**src/rtl/cls_pkg.sv**
```systemverilog
// Shared types and constants for the colour literal scanner.
// No dependencies; imported by every module of the block.
`default_nettype none

package cls_pkg;

    localparam int LINE_NUMBER_BITS = 24;
    localparam int COLUMN_BITS      = 16;
    localparam int LIMIT_BITS       = 8;
    localparam int HEX_RUN_BITS     = 3;

    localparam logic [LIMIT_BITS-1:0] SNIPPET_LIMIT_RESET = LIMIT_BITS'(60);

    localparam int QUEUE_DEPTH    = 4;
    localparam int QUEUE_PTR_BITS = $clog2(QUEUE_DEPTH);
    localparam int QUEUE_CNT_BITS = QUEUE_PTR_BITS + 1;

    localparam logic [7:0] CH_NL         = 8'h0A;
    localparam logic [7:0] CH_TAB        = 8'h09;
    localparam logic [7:0] CH_CR         = 8'h0D;
    localparam logic [7:0] CH_SPACE      = 8'h20;
    localparam logic [7:0] CH_HASH       = 8'h23;
    localparam logic [7:0] CH_LPAREN     = 8'h28;
    localparam logic [7:0] CH_RPAREN     = 8'h29;
    localparam logic [7:0] CH_SLASH      = 8'h2F;
    localparam logic [7:0] CH_UNDERSCORE = 8'h5F;
    localparam logic [7:0] CH_LO_A       = 8'h61;
    localparam logic [7:0] CH_LO_B       = 8'h62;
    localparam logic [7:0] CH_LO_F       = 8'h66;
    localparam logic [7:0] CH_LO_G       = 8'h67;
    localparam logic [7:0] CH_LO_R       = 8'h72;
    localparam logic [7:0] CH_LO_Z       = 8'h7A;
    localparam logic [7:0] CH_UP_A       = 8'h41;
    localparam logic [7:0] CH_UP_F       = 8'h46;
    localparam logic [7:0] CH_UP_Z       = 8'h5A;
    localparam logic [7:0] CH_DIGIT_0    = 8'h30;
    localparam logic [7:0] CH_DIGIT_9    = 8'h39;
    localparam logic [7:0] CASE_BIT      = 8'h20;

    localparam logic [0:0] KIND_HEX  = 1'b0;
    localparam logic [0:0] KIND_CALL = 1'b1;

    typedef enum logic [2:0] {
        PH_IDLE,
        PH_HEX,
        PH_R,
        PH_RG,
        PH_RGB,
        PH_SPACES,
        PH_CALL
    } phase_t;

    typedef enum logic [1:0] {
        LEAD_WS,
        LEAD_SLASH,
        LEAD_BODY,
        LEAD_COMMENT
    } lead_t;

    // One classified character as it travels from front to back
    typedef struct packed {
        logic first;
        logic last;
        logic is_nl;
        logic is_hex;
        logic is_word;
        logic is_blank;
        logic is_space;
        logic is_slash;
        logic is_hash;
        logic is_lparen;
        logic is_rparen;
        logic lo_r;
        logic lo_g;
        logic lo_b;
        logic lo_a;
    } token_t;

endpackage

`default_nettype wire

```
**src/rtl/cls_front.sv**
```systemverilog
// Front end: accepts input words and classifies each character into a token.
// Depends on cls_pkg.
`default_nettype none

module cls_front
    import cls_pkg::*;
(
    input  wire logic       s_tvalid,
    output logic            s_tready,
    input  wire logic [7:0] s_tdata,    // [7:0] text_byte
    input  wire logic       s_tuser,    // [0] first_of_file
    input  wire logic       s_tlast,
    input  wire logic       queue_full,
    output logic            push,
    output token_t          token
);

    logic [7:0] ch;
    logic [7:0] lo;
    logic       is_digit;
    logic       is_lower;
    logic       is_upper;

    assign ch = s_tdata;
    assign lo = s_tdata | CASE_BIT;

    assign is_digit = (ch >= CH_DIGIT_0) && (ch <= CH_DIGIT_9);
    assign is_lower = (ch >= CH_LO_A) && (ch <= CH_LO_Z);
    assign is_upper = (ch >= CH_UP_A) && (ch <= CH_UP_Z);

    assign s_tready = !queue_full;
    assign push     = s_tvalid && !queue_full;

    always_comb begin
        token.first     = s_tuser;
        token.last      = s_tlast;
        token.is_nl     = (ch == CH_NL);
        token.is_hex    = is_digit || ((ch >= CH_LO_A) && (ch <= CH_LO_F))
                          || ((ch >= CH_UP_A) && (ch <= CH_UP_F));
        token.is_word   = is_digit || is_lower || is_upper || (ch == CH_UNDERSCORE);
        token.is_blank  = (ch == CH_SPACE) || ((ch >= CH_TAB) && (ch <= CH_CR));
        token.is_space  = (ch == CH_SPACE);
        token.is_slash  = (ch == CH_SLASH);
        token.is_hash   = (ch == CH_HASH);
        token.is_lparen = (ch == CH_LPAREN);
        token.is_rparen = (ch == CH_RPAREN);
        token.lo_r      = (lo == CH_LO_R);
        token.lo_g      = (lo == CH_LO_G);
        token.lo_b      = (lo == CH_LO_B);
        token.lo_a      = (lo == CH_LO_A);
    end

endmodule

`default_nettype wire

```
**src/rtl/cls_queue.sv**
```systemverilog
// Short token queue between the classifier and the matcher.
// Depends on cls_pkg for the token type and depth.
`default_nettype none

module cls_queue
    import cls_pkg::*;
(
    input  wire logic   aclk,
    input  wire logic   aresetn,
    input  wire logic   push,
    input  wire token_t push_token,
    input  wire logic   pop,
    output logic        full,
    output logic        head_valid,
    output token_t      head_token
);

    token_t                    entry_reg [QUEUE_DEPTH];
    logic [QUEUE_PTR_BITS-1:0] wr_ptr_reg, wr_ptr_next;
    logic [QUEUE_PTR_BITS-1:0] rd_ptr_reg, rd_ptr_next;
    logic [QUEUE_CNT_BITS-1:0] count_reg, count_next;
    logic                      do_push;
    logic                      do_pop;

    assign full       = (count_reg == QUEUE_CNT_BITS'(QUEUE_DEPTH));
    assign head_valid = (count_reg != '0);
    assign head_token = entry_reg[rd_ptr_reg];

    assign do_push = push && !full;
    assign do_pop  = pop && head_valid;

    always_comb begin
        wr_ptr_next = do_push ? wr_ptr_reg + 1'b1 : wr_ptr_reg;
        rd_ptr_next = do_pop ? rd_ptr_reg + 1'b1 : rd_ptr_reg;
        count_next  = count_reg;
        if (do_push && !do_pop) begin
            count_next = count_reg + 1'b1;
        end else if (do_pop && !do_push) begin
            count_next = count_reg - 1'b1;
        end
    end

    always_ff @(posedge aclk) begin
        if (!aresetn) begin
            wr_ptr_reg <= '0;
            rd_ptr_reg <= '0;
            count_reg  <= '0;
        end else begin
            wr_ptr_reg <= wr_ptr_next;
            rd_ptr_reg <= rd_ptr_next;
            count_reg  <= count_next;
        end
    end

    always_ff @(posedge aclk) begin
        if (do_push) begin
            entry_reg[wr_ptr_reg] <= push_token;
        end
    end

endmodule

`default_nettype wire

```
**src/rtl/cls_back.sv**
```systemverilog
// Back end: line/column tracking, comment-line skip, literal and call matcher
// and the output register. Depends on cls_pkg.
`default_nettype none

module cls_back
    import cls_pkg::*;
(
    input  wire logic                  aclk,
    input  wire logic                  aresetn,
    input  wire logic                  cfg_wr_en,
    input  wire logic [LIMIT_BITS-1:0] cfg_wr_data,
    input  wire logic                  head_valid,
    input  wire token_t                head_token,
    output logic                       pop,
    output logic                       m_tvalid,
    input  wire logic                  m_tready,
    output logic [LINE_NUMBER_BITS+2*COLUMN_BITS-1:0] m_tdata,
    output logic                       m_tuser
);

    localparam logic [LINE_NUMBER_BITS-1:0] LINE_MAX = '1;
    localparam logic [COLUMN_BITS-1:0]      COL_MAX  = '1;
    localparam logic [LIMIT_BITS-1:0]       SNIP_MAX = '1;
    localparam logic [HEX_RUN_BITS-1:0]     RUN_MAX  = '1;
    localparam logic [HEX_RUN_BITS-1:0]     RUN_3    = HEX_RUN_BITS'(3);
    localparam logic [HEX_RUN_BITS-1:0]     RUN_6    = HEX_RUN_BITS'(6);

    logic [LIMIT_BITS-1:0]       limit_reg;
    phase_t                      phase_reg, phase_next;
    lead_t                       lead_reg, lead_next;
    logic [HEX_RUN_BITS-1:0]     run_reg, run_next;
    logic                        prev_word_reg, prev_word_next;
    logic [COLUMN_BITS-1:0]      start_col_reg, start_col_next;
    logic [LINE_NUMBER_BITS-1:0] line_reg, line_next;
    logic [COLUMN_BITS-1:0]      col_reg, col_next;
    logic [LIMIT_BITS-1:0]       snip_reg, snip_next;
    logic [COLUMN_BITS-1:0]      mlen_reg, mlen_next;

    logic                        out_valid_reg, out_valid_next;
    logic                        out_kind_reg;
    logic [LINE_NUMBER_BITS-1:0] out_line_reg;
    logic [COLUMN_BITS-1:0]      out_col_reg;
    logic [COLUMN_BITS-1:0]      out_len_reg;

    logic                        emit;
    logic                        hit_kind;
    logic [LINE_NUMBER_BITS-1:0] hit_line;
    logic [COLUMN_BITS-1:0]      hit_col;
    logic [COLUMN_BITS-1:0]      hit_len;

    assign pop = head_valid && (!out_valid_reg || m_tready);

    // Matcher for one token; all state updates are combinational and registered together on pop
    always_comb begin
        token_t t;
        logic   fresh;
        phase_t ph_step;

        t              = head_token;
        fresh          = 1'b1;
        ph_step        = PH_IDLE;
        phase_next     = phase_reg;
        lead_next      = lead_reg;
        run_next       = run_reg;
        prev_word_next = prev_word_reg;
        start_col_next = start_col_reg;
        line_next      = line_reg;
        col_next       = col_reg;
        snip_next      = snip_reg;
        mlen_next      = mlen_reg;
        emit           = 1'b0;
        hit_kind       = KIND_HEX;
        hit_line       = line_reg;
        hit_col        = start_col_reg;
        hit_len        = '0;

        if (t.first) begin
            line_next      = LINE_NUMBER_BITS'(1);
            col_next       = '0;
            phase_next     = PH_IDLE;
            run_next       = '0;
            prev_word_next = 1'b0;
            snip_next      = '0;
            mlen_next      = '0;
            lead_next      = LEAD_WS;
        end

        if (!t.is_nl) begin
            col_next = (col_next != COL_MAX) ? col_next + 1'b1 : COL_MAX;

            case (lead_next)
                LEAD_WS: begin
                    if (!t.is_blank) begin
                        lead_next = t.is_slash ? LEAD_SLASH : LEAD_BODY;
                    end
                end
                LEAD_SLASH: lead_next = t.is_slash ? LEAD_COMMENT : LEAD_BODY;
                default:    lead_next = lead_next;
            endcase

            if (lead_next != LEAD_COMMENT) begin
                case (phase_next)
                    PH_IDLE: fresh = 1'b1;
                    PH_HEX: begin
                        if (t.is_hex) begin
                            run_next = (run_next != RUN_MAX) ? run_next + 1'b1 : RUN_MAX;
                            fresh    = 1'b0;
                        end else begin
                            if (run_next == RUN_3 || run_next == RUN_6) begin
                                emit     = 1'b1;
                                hit_kind = KIND_HEX;
                                hit_col  = start_col_next;
                                hit_len  = COLUMN_BITS'(run_next) + 1'b1;
                            end
                            phase_next = PH_IDLE;
                        end
                    end
                    PH_CALL: begin
                        fresh     = 1'b0;
                        mlen_next = (mlen_next != COL_MAX) ? mlen_next + 1'b1 : COL_MAX;
                        snip_next = (snip_next != SNIP_MAX) ? snip_next + 1'b1 : SNIP_MAX;
                        if (t.is_rparen || snip_next >= limit_reg) begin
                            emit       = 1'b1;
                            hit_kind   = KIND_CALL;
                            hit_col    = start_col_next;
                            hit_len    = mlen_next;
                            phase_next = PH_IDLE;
                        end
                    end
                    default: begin
                        if (phase_next == PH_R && t.lo_g) begin
                            ph_step = PH_RG;
                        end else if (phase_next == PH_RG && t.lo_b) begin
                            ph_step = PH_RGB;
                        end else if (phase_next == PH_RGB && (t.lo_a || t.is_space)) begin
                            ph_step = PH_SPACES;
                        end else if (phase_next == PH_SPACES && t.is_space) begin
                            ph_step = PH_SPACES;
                        end else if ((phase_next == PH_RGB || phase_next == PH_SPACES)
                                     && t.is_lparen) begin
                            ph_step = PH_CALL;
                        end
                        if (ph_step != PH_IDLE) begin
                            fresh      = 1'b0;
                            mlen_next  = (mlen_next != COL_MAX) ? mlen_next + 1'b1 : COL_MAX;
                            phase_next = ph_step;
                            if (ph_step == PH_CALL) begin
                                snip_next = '0;
                                // Zero limit: the snippet closes on the '(' itself
                                if (limit_reg == '0) begin
                                    emit       = 1'b1;
                                    hit_kind   = KIND_CALL;
                                    hit_col    = start_col_next;
                                    hit_len    = mlen_next;
                                    phase_next = PH_IDLE;
                                end
                            end
                        end else begin
                            phase_next = PH_IDLE;
                        end
                    end
                endcase

                // The breaking byte may open a new match
                if (fresh) begin
                    if (t.is_hash) begin
                        phase_next     = PH_HEX;
                        run_next       = '0;
                        start_col_next = col_next;
                    end else if (t.lo_r && !prev_word_next) begin
                        phase_next     = PH_R;
                        start_col_next = col_next;
                        mlen_next      = COLUMN_BITS'(1);
                    end
                end
                prev_word_next = t.is_word;
            end
        end

        // Line end: a newline, or the implied one after the last byte
        if (t.is_nl || t.last) begin
            if (!emit) begin
                if (phase_next == PH_HEX && (run_next == RUN_3 || run_next == RUN_6)) begin
                    emit     = 1'b1;
                    hit_kind = KIND_HEX;
                    hit_col  = start_col_next;
                    hit_len  = COLUMN_BITS'(run_next) + 1'b1;
                end else if (phase_next == PH_CALL) begin
                    emit     = 1'b1;
                    hit_kind = KIND_CALL;
                    hit_col  = start_col_next;
                    hit_len  = mlen_next;
                end
            end
            hit_line       = line_next;
            phase_next     = PH_IDLE;
            run_next       = '0;
            snip_next      = '0;
            prev_word_next = 1'b0;
            col_next       = '0;
            lead_next      = LEAD_WS;
            line_next      = (line_next != LINE_MAX) ? line_next + 1'b1 : LINE_MAX;
        end else begin
            hit_line = line_next;
        end
    end

    always_comb begin
        out_valid_next = out_valid_reg;
        if (m_tready) begin
            out_valid_next = 1'b0;
        end
        if (pop && emit) begin
            out_valid_next = 1'b1;
        end
    end

    always_ff @(posedge aclk) begin
        if (!aresetn) begin
            limit_reg     <= SNIPPET_LIMIT_RESET;
            phase_reg     <= PH_IDLE;
            lead_reg      <= LEAD_WS;
            run_reg       <= '0;
            prev_word_reg <= 1'b0;
            start_col_reg <= '0;
            line_reg      <= LINE_NUMBER_BITS'(1);
            col_reg       <= '0;
            snip_reg      <= '0;
            mlen_reg      <= '0;
            out_valid_reg <= 1'b0;
        end else begin
            if (cfg_wr_en) begin
                limit_reg <= cfg_wr_data;
            end
            if (pop) begin
                phase_reg     <= phase_next;
                lead_reg      <= lead_next;
                run_reg       <= run_next;
                prev_word_reg <= prev_word_next;
                start_col_reg <= start_col_next;
                line_reg      <= line_next;
                col_reg       <= col_next;
                snip_reg      <= snip_next;
                mlen_reg      <= mlen_next;
            end
            out_valid_reg <= out_valid_next;
        end
    end

    always_ff @(posedge aclk) begin
        if (pop && emit) begin
            out_kind_reg <= hit_kind;
            out_line_reg <= hit_line;
            out_col_reg  <= hit_col;
            out_len_reg  <= hit_len;
        end
    end

    assign m_tvalid = out_valid_reg;
    assign m_tuser  = out_kind_reg;
    assign m_tdata  = {out_len_reg, out_col_reg, out_line_reg};

endmodule

`default_nettype wire

```
**src/rtl/color_literal_scanner_top.sv**
```systemverilog
// Top level of the colour literal scanner: classifier, token queue, matcher.
// Depends on cls_pkg, cls_front, cls_queue and cls_back.
//
//   channel  | dir | word contents
//   s_       | in  | tdata[7:0] text_byte, tuser first_of_file, tlast last_of_file
//   m_       | out | tdata line[23:0] column[39:24] length[55:40], tuser hit_kind
//   cfg_     | in  | wr_data snippet_limit, taken whenever wr_en is high
//
// One character per cycle unless m_ stalls; an accepted character is queued until
// the matcher takes it, and its hit, if any, is on m_ in the cycle after that.
// The matcher takes a token whenever the output register is empty or being read.
// A four-word queue absorbs output stalls before s_tready drops.
// Reset is synchronous, active low, and needs no clearing pass.
`default_nettype none

module color_literal_scanner_top
    import cls_pkg::*;
(
    input  wire logic                  aclk,
    input  wire logic                  aresetn,
    input  wire logic                  cfg_wr_en,
    input  wire logic [LIMIT_BITS-1:0] cfg_wr_data,
    input  wire logic                  s_tvalid,
    output logic                       s_tready,
    input  wire logic [7:0]            s_tdata,   // [7:0] text_byte
    input  wire logic                  s_tuser,   // [0] first_of_file
    input  wire logic                  s_tlast,   // last_of_file
    output logic                       m_tvalid,
    input  wire logic                  m_tready,
    // [23:0] hit_line, [39:24] hit_column, [55:40] hit_length
    output logic [LINE_NUMBER_BITS+2*COLUMN_BITS-1:0] m_tdata,
    output logic                       m_tuser    // [0] hit_kind
);

    logic   queue_full;
    logic   push;
    token_t push_token;
    logic   pop;
    logic   head_valid;
    token_t head_token;

    cls_front u_front (
        .s_tvalid   (s_tvalid),
        .s_tready   (s_tready),
        .s_tdata    (s_tdata),
        .s_tuser    (s_tuser),
        .s_tlast    (s_tlast),
        .queue_full (queue_full),
        .push       (push),
        .token      (push_token)
    );

    cls_queue u_queue (
        .aclk       (aclk),
        .aresetn    (aresetn),
        .push       (push),
        .push_token (push_token),
        .pop        (pop),
        .full       (queue_full),
        .head_valid (head_valid),
        .head_token (head_token)
    );

    cls_back u_back (
        .aclk        (aclk),
        .aresetn     (aresetn),
        .cfg_wr_en   (cfg_wr_en),
        .cfg_wr_data (cfg_wr_data),
        .head_valid  (head_valid),
        .head_token  (head_token),
        .pop         (pop),
        .m_tvalid    (m_tvalid),
        .m_tready    (m_tready),
        .m_tdata     (m_tdata),
        .m_tuser     (m_tuser)
    );

endmodule

`default_nettype wire
```
**config.mk**
```make
export PLATFORM = sky130hd
export DESIGN_NAME = color_literal_scanner_top
export DESIGN_NICKNAME = d
export VERILOG_FILES = /design/src/rtl/cls_pkg.sv /design/src/rtl/cls_front.sv /design/src/rtl/cls_queue.sv /design/src/rtl/cls_back.sv /design/src/rtl/color_literal_scanner_top.sv
export SDC_FILE = /design/constraint.sdc
export NUM_CORES = 1
export LEC_CHECK = 0
export ABC_AREA = 1
export BUFFER_PORTS_ARGS = -buffer_cell sky130_fd_sc_hd__buf_2
export CORE_ASPECT_RATIO = 0.8
export CORE_MARGIN = 2
export CORE_UTILIZATION = 40
export DETAILED_ROUTE_END_ITERATION = 16
export GPL_ROUTABILITY_DRIVEN = 0
export SYNTH_ARGS = -nofsm -noshare
export SYNTH_HDL_FRONTEND = slang
export SYNTH_SLANG_ARGS = --single-unit
export TNS_END_PERCENT = 30
```
**constraint.sdc**
```tcl
create_clock -name aclk -period 5.68 [get_ports aclk]
set_clock_uncertainty 0.2 [all_clocks]
set_input_delay 1.136 -clock aclk [delete_from_list [all_inputs] [get_ports aclk]]
set_output_delay 1.136 -clock aclk [all_outputs]
set_load 0.05 [all_outputs]
```
==> results of run 1 <==
==> kinds of logic (layout without fill, tap and decap cells) <==
| family | Yosys count | count (layout) | share of synthesized area, % |
|---|---|---|---|
| AO/OA/AOI/OAI | 343 | 343 | 14.79 |
| adder cells (fa/ha/maj) | 23 | 23 | 2.361 |
| buffers and inverters | 308 | 385 | 10.19 |
| AND/OR/NAND/NOR | 709 | 709 | 26.04 |
| XOR/XNOR | 20 | 20 | 1.400 |
| flip-flops | 224 | 224 | 45.21 |
==> cell type report <==
class | instances | area (sq um)
clock inverters | 18 | 163.9
clock buffers | 28 | 636.9
well taps | 413 | 516.7
repair buffers | 98 | 533.0
multi-input cells | 1095 | 5597
flip-flops and latches | 224 | 5655
inverters | 241 | 904.6
fillers | 3041 | 16590
==> worst max-delay path: cells and delay by family (launching register included) <==
kind	cells	cell delay, ns
compound gates	1	0.14
fa+ha+maj	1	0.28
buf+inv	4	0.76
flops	1	0.31
simple gates	25	2.66
==> metrics by stage <==
step / total power [W] / cells / hold WS, ns / setup WS (ns) / instance area (sq um)
4_1_cts: 0.006450 / 2117 / 0.2653 / 1.035 / 14010
2_1_floorplan: 0.004261 / 1627 / 0.2356 / 0.6682 / 12510
5_1_grt: 0.006860 / 2117 / 0.2767 / 0.5308 / 14010
3_5_place_dp: 0.004848 / 2071 / 0.2555 / 1.047 / 13210
6_report: 0.006402 / 2117 / 0.2634 / 0.9482 / 14010
3_3_place_gp: 0.004809 / 2071 / 0.2521 / 1.180 / 13210
==> metal layers <==
metal / vias to the layer above / share of wire, % / global-route usage, %
met4: 0 / 2.3 / 5.214
met2: 242 / 44 / 29.59
li1: 5490 / - / -
met1: 5008 / 49 / 26.17
met3: 44 / 4.7 / 2.909
met5: - / 0 / 0
==> synth_stat cells (11+ instances only) <==
cell type  number
nor3_1         14
o21ai_1        38
nor2_2         26
edfxtp_1      117
nand2_1       361
xor2_1         14
o21ai_0       135
dfxtp_1       107
o211ai_1       16
nand3_1        72
a21oi_1       117
inv_2          11
nand2_2        15
nand4_1        25
ha_1           22
buf_2          17
o22ai_1        11
inv_1         229
clkbuf_1       35
nor2_1        149
==> path summary, 6_finish.rpt <==
kind | to | slack [ns]
max | u_back.out_line_reg[18] | 0.95
max reg2reg | u_back.out_line_reg[18] | 0.95
min | u_back.snip_reg[7] | 0.26
min reg2reg | u_back.snip_reg[7] | 0.26
==> power by group through the flow <==
| stage | Combinational [W] | Sequential (W) | Clock (W) |
|---|---|---|---|
| 5_1_grt | 0.00294 | 0.00223 | 0.00169 |
| 3_3_place_gp | 0.00258 | 0.00223 | 0 |
| 4_1_cts | 0.00262 | 0.00220 | 0.00162 |
| 2_1_floorplan | 0.00192 | 0.00234 | 0 |
| 3_5_place_dp | 0.00261 | 0.00223 | 0 |
| 6_report | 0.00262 | 0.00220 | 0.00158 |
==> out/metrics.cfg, run 1 <==
[logic_synthesis]
ys_ff_latch=224
ys_seq_area_share_pct=45.21
synthArstFlopShare_pct=0
yosys.area.top_type=edfxtp_1
yosysWarnings=0
syn_inst=1627
synth_flop_cell=edfxtp_1
syn-num-nets=1673
synthTopCellsByArea=edfxtp_1 28%, dfxtp_1 17%, nand2_1 11%
syn_avg_cell_area_sq_um=7.688
syn_area_sq_um=12510
synth-edff-count=117
synth_top_area_share_pct=28.09
synth_cell_types=54

[setup_path]
endpoint_kind=flop
crit_required_ns=5.67
r2r_cells=31
path_common_cell=nand2_1
max_stage_delay_ns=0.36
cp.arrival_ns=4.73
cp-start-kind=flop
cp_max_fo=33
crit_type=flop to flop
crit_slowest_cell=buf_4

[cells_and_area]
num_antenna_cells=0
largest_register_ffs=60
fin_nets=1731
area_growth_pct=11.98
finalCoreUtilization_pct=45.78
final_common_cell=nand2_1
post_route_cells_drive_above_1_share_pct=14.03
layout_common_cells=361 x nand2_1, 228 x inv_1, 146 x nor2_1, 135 x o21ai_0

[min_path]
hold_path.class=flop to flop
worstHoldStart=u_back.snip_reg[7]
whs_path_depth=2

[routing]
drtIter0Drc=805
wl_per_cell_microns=14.50
vias=10784
dr.pass1.iters=7
drc=0
ant_nets=0
wl_microns=30700
vias_per_cell=5.094

[clock_network]
cts_resized=0
clock_latency_ns=0.54
clockBufferDepth=3
cts_max_level=1
cts_setup_buffers=0
cts_root_buf=clkbuf_16
path_clk_slew_ns=0.06
cts_hold_buf=0
numClockSinks=224
cts_tree=done
numCtsBuffers=25

[power]
p_switching_w=0.002776
vdd_ir_drop_max_mv=0.2668
power_density_nw_per_um2=457.1
comb_power_share_pct=40.9
p_sw_share_pct=43.35
p_leak_nw=5.671
clock_power_share_pct=24.6
p_int_w=0.003627
p_seq_share_pct=34.4

[sta]
slew_headroom_pct=34.63
rsz0062_at_grt=no
hold_viol_final=0
fmaxAchievable_ghz=0.2113
slew_viol_final=0
setup_viol=0
setup_tns_ns=0
fin_crit_sh_pct=83.31
tightest_slew_ns=0.9806
min_period_ns=4.732

[run_status]
status=finished clean

[floorplan]
die_area_sq_um=32710
row_count=57
io_pins=82
die_h_microns=162.2
floorplan.initialDensity_pct=40.88
core_area_sq_um=30600
dieWidth_microns=201.7

[grt]
antenna_found_initial=0
overflow=0
track_usage_pct=18.55
grt_max_degree=95
grt_pass1_vias=9861
grt_pass1_wl_microns=50000

[placement]
port-buffer-count=81
hpwl_microns=21150

[job]
max_cap_violations=0

(Power assumes the default switching activity.)
==> run 2: changes to the inputs <==
==> constraint.sdc (replaced) <==
create_clock -name aclk -period 4.5 [get_ports aclk]
set_clock_uncertainty 0.2 [all_clocks]
set_input_delay 0.9 -clock aclk [delete_from_list [all_inputs] [get_ports aclk]]
set_output_delay 0.9 -clock aclk [all_outputs]
set_load 0.05 [all_outputs]
==> out/metrics.cfg, run 2 (synthesis gave the netlist of run 1 again) <==
[setup_path]
cp.arrival_ns=4.36
crit_type=flop to flop
crit_cells=31
crit_required_ns=4.59
cp_max_fo=8
cp-start-kind=flop
r2r_cells=31
crit_slowest_cell=dfxtp_4
max_stage_delay_ns=0.37
endpoint_kind=flop
cp_top_family=simple AND/OR/NAND/NOR gates
path_buf_inv=6

[sta]
tightest_slew_ns=1.118
rsz0062_at_grt=yes
slew_viol_final=0
slew_headroom_pct=25.45
setup_slack_ns=0.2370
fmaxAchievable_ghz=0.2346
hold_viol_final=0
fin_crit_sh_pct=94.73
setup_viol=0
min_period_ns=4.263

[cells_and_area]
final_common_cell=nand2_1
post_route_cells_drive_above_1_share_pct=16.40
area_growth_pct=16.21
largest_register_ffs=60
num_antenna_cells=0
layout.cells.non_filler=2139
fill_cells=2994
layout_common_cells=355 x nand2_1, 227 x inv_1, 140 x nor2_1, 131 x o21ai_0
finalCoreUtilization_pct=47.51
fin_nets=1753
fin_area_sq_um=14540

[job]
max_cap_violations=0

[routing]
met2WireLength_microns=14030
drtIter0Drc=807
vias_per_cell=5.094
ant_nets=0
highest_layer=met4
wl_met3_microns=1505
dr.pass1.iters=5
drc=0
vias=10895
wl_per_cell_microns=14.78
wl_met1_microns=15410
wl_microns=31610

[clock_network]
cts_root_buf=clkbuf_16
numClockSinks=224
clock_latency_ns=0.54
cts_max_level=1
cts_tree=done
cts_hold_buf=0
clockBufferDepth=3
numCtsBuffers=25
path_clk_slew_ns=0.06

[floorplan]
dieWidth_microns=201.7
core_area_sq_um=30600
die_area_sq_um=32710
floorplan.initialDensity_pct=40.88
row_count=57
io_pins=82
die_h_microns=162.2

[min_path]
whs_path_depth=2
hold_path.class=flop to flop

[grt]
antenna_found_initial=1
track_usage_pct=18.94
overflow=0
grt_pass1_wl_microns=51160
grt_max_degree=56
grt_pass1_vias=10094

[power]
p_leak_nw=5.885
power_density_nw_per_um2=588.7
vdd_ir_drop_max_mv=0.4062

[placement]
hpwl_microns=21410
placed_cells=2078
placed_area_sq_um=13360
port-buffer-count=81
pre_cts_ws_ns=0.1670

[run_status]
status=finished clean

-- run 2: cell types whose count changed in the layout (fill, tap and decap cells not counted), sizes merged --
cell / delta
buf: +19
clkinv: -7
clkinvlp: +1
inv: -1
bufinv: +4
clkbuf: +6
-- run 2: metal layers --
metal | vias up | global-route usage [%]
met3 | 37 | 2.648
met2 | 247 | 30.77
met5 | - | 0
met1 | 5078 | 26.76
li1 | 5533 | -
met4 | 0 | 4.579
-- run 2: worst register-to-register path, delay by kind of cell, from the launching register on --
kind	cells	cell delay [ns]
and+or+nand+nor	20	1.87
buffers and inverters	6	0.75
adders and majority gates	1	0.30
DFF	1	0.37
AOI/OAI and AO/OA	4	0.53
-- run 2: layout make-up --
class	instances	area (sq um)	area share, %
multi-input cells	1095	5709	39.28
flip-flops and latches	224	5660	38.94
inverters	241	913.4	6.283
repair buffers	120	812.0	5.586
clock buffers	31	689.4	4.743
well taps	413	516.7	3.555
clock inverters	15	235.2	1.618
-- run 2: what timing repair did --
action                     in CTS  in global routing
setup endpoints to repair       0                 75
resized for setup               0                 16
buffers inserted                0                  9
-- run 2: final timing paths --
check	endpoint	slack (ns)	startpoint
setup / recovery	u_back.m_tuser	0.24	flop
hold / removal	u_back.col_reg[11]	0.26	u_back.col_reg[11]
setup reg to reg	u_back.m_tuser	0.24	flop
hold reg to reg	u_back.col_reg[11]	0.26	u_back.col_reg[11]
-- run 2: power by group --
group / total [W] / internal [W] / leakage, nW / switching [W]
registers: 0.00279 / 0.00259 / 1.94 / 0.000194
clock network: 0.00227 / 0.00143 / 0.453 / 0.000842
logic: 0.00350 / 0.000944 / 3.49 / 0.00255
-- run 2: metrics by stage --
stage               hold WS (ns)  TNS (ns)  total power, W
finish                    0.2620         0        0.008557
CTS                       0.2662         0        0.008530
floorplan                 0.2356    -4.238        0.005406
detailed placement        0.2568         0        0.006230
global placement          0.2530         0        0.006183
global route              0.2829    -1.199        0.009143
==> run 3: changes to the inputs <==
--- a/config.mk
+++ b/config.mk
@@ -5,7 +5,7 @@
 export SDC_FILE = /design/constraint.sdc
 export NUM_CORES = 1
 export LEC_CHECK = 0
-export ABC_AREA = 1
+export ABC_AREA = 0
 export BUFFER_PORTS_ARGS = -buffer_cell sky130_fd_sc_hd__buf_2
 export CORE_ASPECT_RATIO = 0.8
 export CORE_MARGIN = 2
==> out/metrics.cfg, run 3 <==
[run_status]
status=finished clean

[setup_path]
cp-start-kind=flop
cp.arrival_ns=4.38
crit_required_ns=4.53
r2r_cells=15
endpoint_kind=flop
cp_max_fo=15
crit_type=flop to flop

[clock_network]
path_clk_slew_ns=0.06
numCtsBuffers=25
cts_tree=done
cts_root_buf=clkbuf_16
cts_hold_buf=0
clock_latency_ns=0.53
cts_max_level=1
clockBufferDepth=3
numClockSinks=224

[floorplan]
dieWidth_microns=195.5
row_count=56
floorplan.initialDensity_pct=40.35
core_area_sq_um=29080
io_pins=82
die_area_sq_um=30730
die_h_microns=157.2

[placement]
hpwl_microns=20600
port-buffer-count=81
placed_cells=1635

[sta]
fmaxAchievable_ghz=0.2297
setup_viol=0
setup_tns_ns=0
hold_viol_final=0
fin_crit_sh_pct=96.76
tightest_slew_ns=0.9702
slew_viol_final=0
min_period_ns=4.354
slew_headroom_pct=35.23

[logic_synthesis]
syn_area_sq_um=11730
yosysWarnings=0
synthMuxAreaShare_pct=6.388
syn_avg_cell_area_sq_um=9.680
yosys.area.top_type=edfxtp_1
ys_ff_latch=224
synthXorXnorAreaFrac_pct=2.687
synthMostInstantiatedCell=nor2_1
syn-num-nets=1258
ys_seq_area_share_pct=48.20
synth_compound_area_share_pct=17.07
synth-edff-count=117
synth_flop_cell=edfxtp_1
synth_fa_ha_area_share_pct=2.517
synth_commonest_cells=145 x nor2_1, 117 x edfxtp_1, 112 x nand2_1
synth_cell_types=84
syn_inst=1212
synth-simple-area-share_pct=18.97
synthArstFlopShare_pct=0
synthTopCellsByArea=edfxtp_1 30%, dfxtp_1 18%, nor2_1 4.6%
synth_top_area_share_pct=29.95
synth_top_family_by_area=simple AND/OR/NAND/NOR gates

[routing]
wl_per_cell_microns=17.85
ant_nets=0
wl_microns=30260
vias=9549
vias_per_cell=5.634
drtIter0Drc=705
drc=0
dr.pass1.iters=5

[cells_and_area]
multi_input_area_sq_um=5704
fill_cells=2716
layout_common_cells=144 x nor2_1, 117 x edfxtp_1, 111 x nand2_1, 106 x dfxtp_1, 81 x buf_2
layout.cells.non_filler=1695
post_route_cells_drive_above_1_share_pct=18.97
final_common_cell=nor2_1
finalCoreUtilization_pct=47.12
area_growth_pct=16.77
regArea_sq_um=5659
fin_nets=1347
largest_register_ffs=60
num_antenna_cells=0

[min_path]
whs_path_depth=2
hold_path.class=flop to flop

[grt]
antenna_found_initial=0
grt_pass1_vias=9095
grt_max_degree=50
overflow=0
track_usage_pct=19.63
grt_pass1_wl_microns=48830

[power]
vdd_ir_drop_max_mv=0.3058
p_sw_share_pct=38.50
power_density_nw_per_um2=556.4
p_int_w=0.004688
clock_power_share_pct=26.3
p_switching_w=0.002935
comb_power_share_pct=37.7
p_leak_nw=4.866
p_seq_share_pct=36.0

[job]
max_cap_violations=0

-- run 3: critical path: stages, from the launching register on --
cell	delay, ns
edfxtp_1	0.41
mux4_2	0.54
nor4bb_4	0.37
buf_4	0.18
mux2i_1	0.24
ha_1	0.28
nor2b_1	0.15
o21ai_2	0.20
a31oi_2	0.14
o211ai_1	0.23
buf_4	0.19
and4_2	0.25
a21oi_4	0.05
o31ai_4	0.26
buf_6	0.18
clkbuf_16	0.19
-- run 3: kinds of logic (layout without fill, tap and decap cells) --
family,after synthesis,after routing
and+or+nand+nor,459,459
adders and majority gates,23,23
muxes,53,53
AOI/OAI and AO/OA,298,298
xor gates and xnor gates,36,36
DFF,224,224
buffers and inverters,119,225
-- run 3: repair_timing --
item / in CTS / in global routing
gates cloned: 0 / 2
setup buffers: 4 / 10
endpoints found under the setup margin: 78 / 90
pin swaps: 2 / 10
gates resized for setup: 2 / 9
hold endpoints to repair: 0 / 0
-- run 3: power groups by stage --
stage	clock network, W	logic, W	registers, W
finish	0.00201	0.00287	0.00274
global route	0.00215	0.00313	0.00278
CTS	0.00206	0.00281	0.00274
detailed placement	0	0.00277	0.00278
global placement	0	0.00273	0.00277
floorplan	0	0.00187	0.00296
-- run 3: per-layer routing --
layer,global-route usage [%],part of all wire [%],vias up
met5,0,0,-
met4,5.380,2.1,0
met3,3.214,5.8,49
met2,30.14,44,297
met1,28.65,48,4565
li1,-,-,4638
-- run 3: final timing paths --
path,startpoint,endpoint,slack (ns)
worst max register to register,u_queue.entry_reg[0][14],u_back.out_line_reg[5],0.15
worst min register to register,u_back.start_col_reg[15],u_back.start_col_reg[15],0.26
worst max-delay path,u_queue.entry_reg[0][14],u_back.out_line_reg[5],0.15
worst min-delay path,u_back.start_col_reg[15],u_back.start_col_reg[15],0.26
-- run 3: layout make-up --
| type | count | share of cell area, % |
|---|---|---|
| Multi-Input combinational cell | 869 | 41.63 |
| Sequential cell | 224 | 41.31 |
| Timing Repair Buffer | 135 | 6.502 |
| Clock buffer | 28 | 4.648 |
| Tap cell | 377 | 3.443 |
| Inverter | 46 | 1.260 |
| Clock inverter | 16 | 1.205 |
-- run 3: per-stage QoR --
stage	hold slack [ns]	area (sq um)	setup slack, ns	power, W
floorplan	0.2273	11870	-1.022	0.004827
global placement	0.2353	12690	0.03229	0.005506
detailed placement	0.2451	12690	-0.09348	0.005551
CTS	0.2536	13550	0.01141	0.007606
global route	0.2736	13700	-0.03214	0.008061
finish	0.2558	13700	0.1458	0.007623
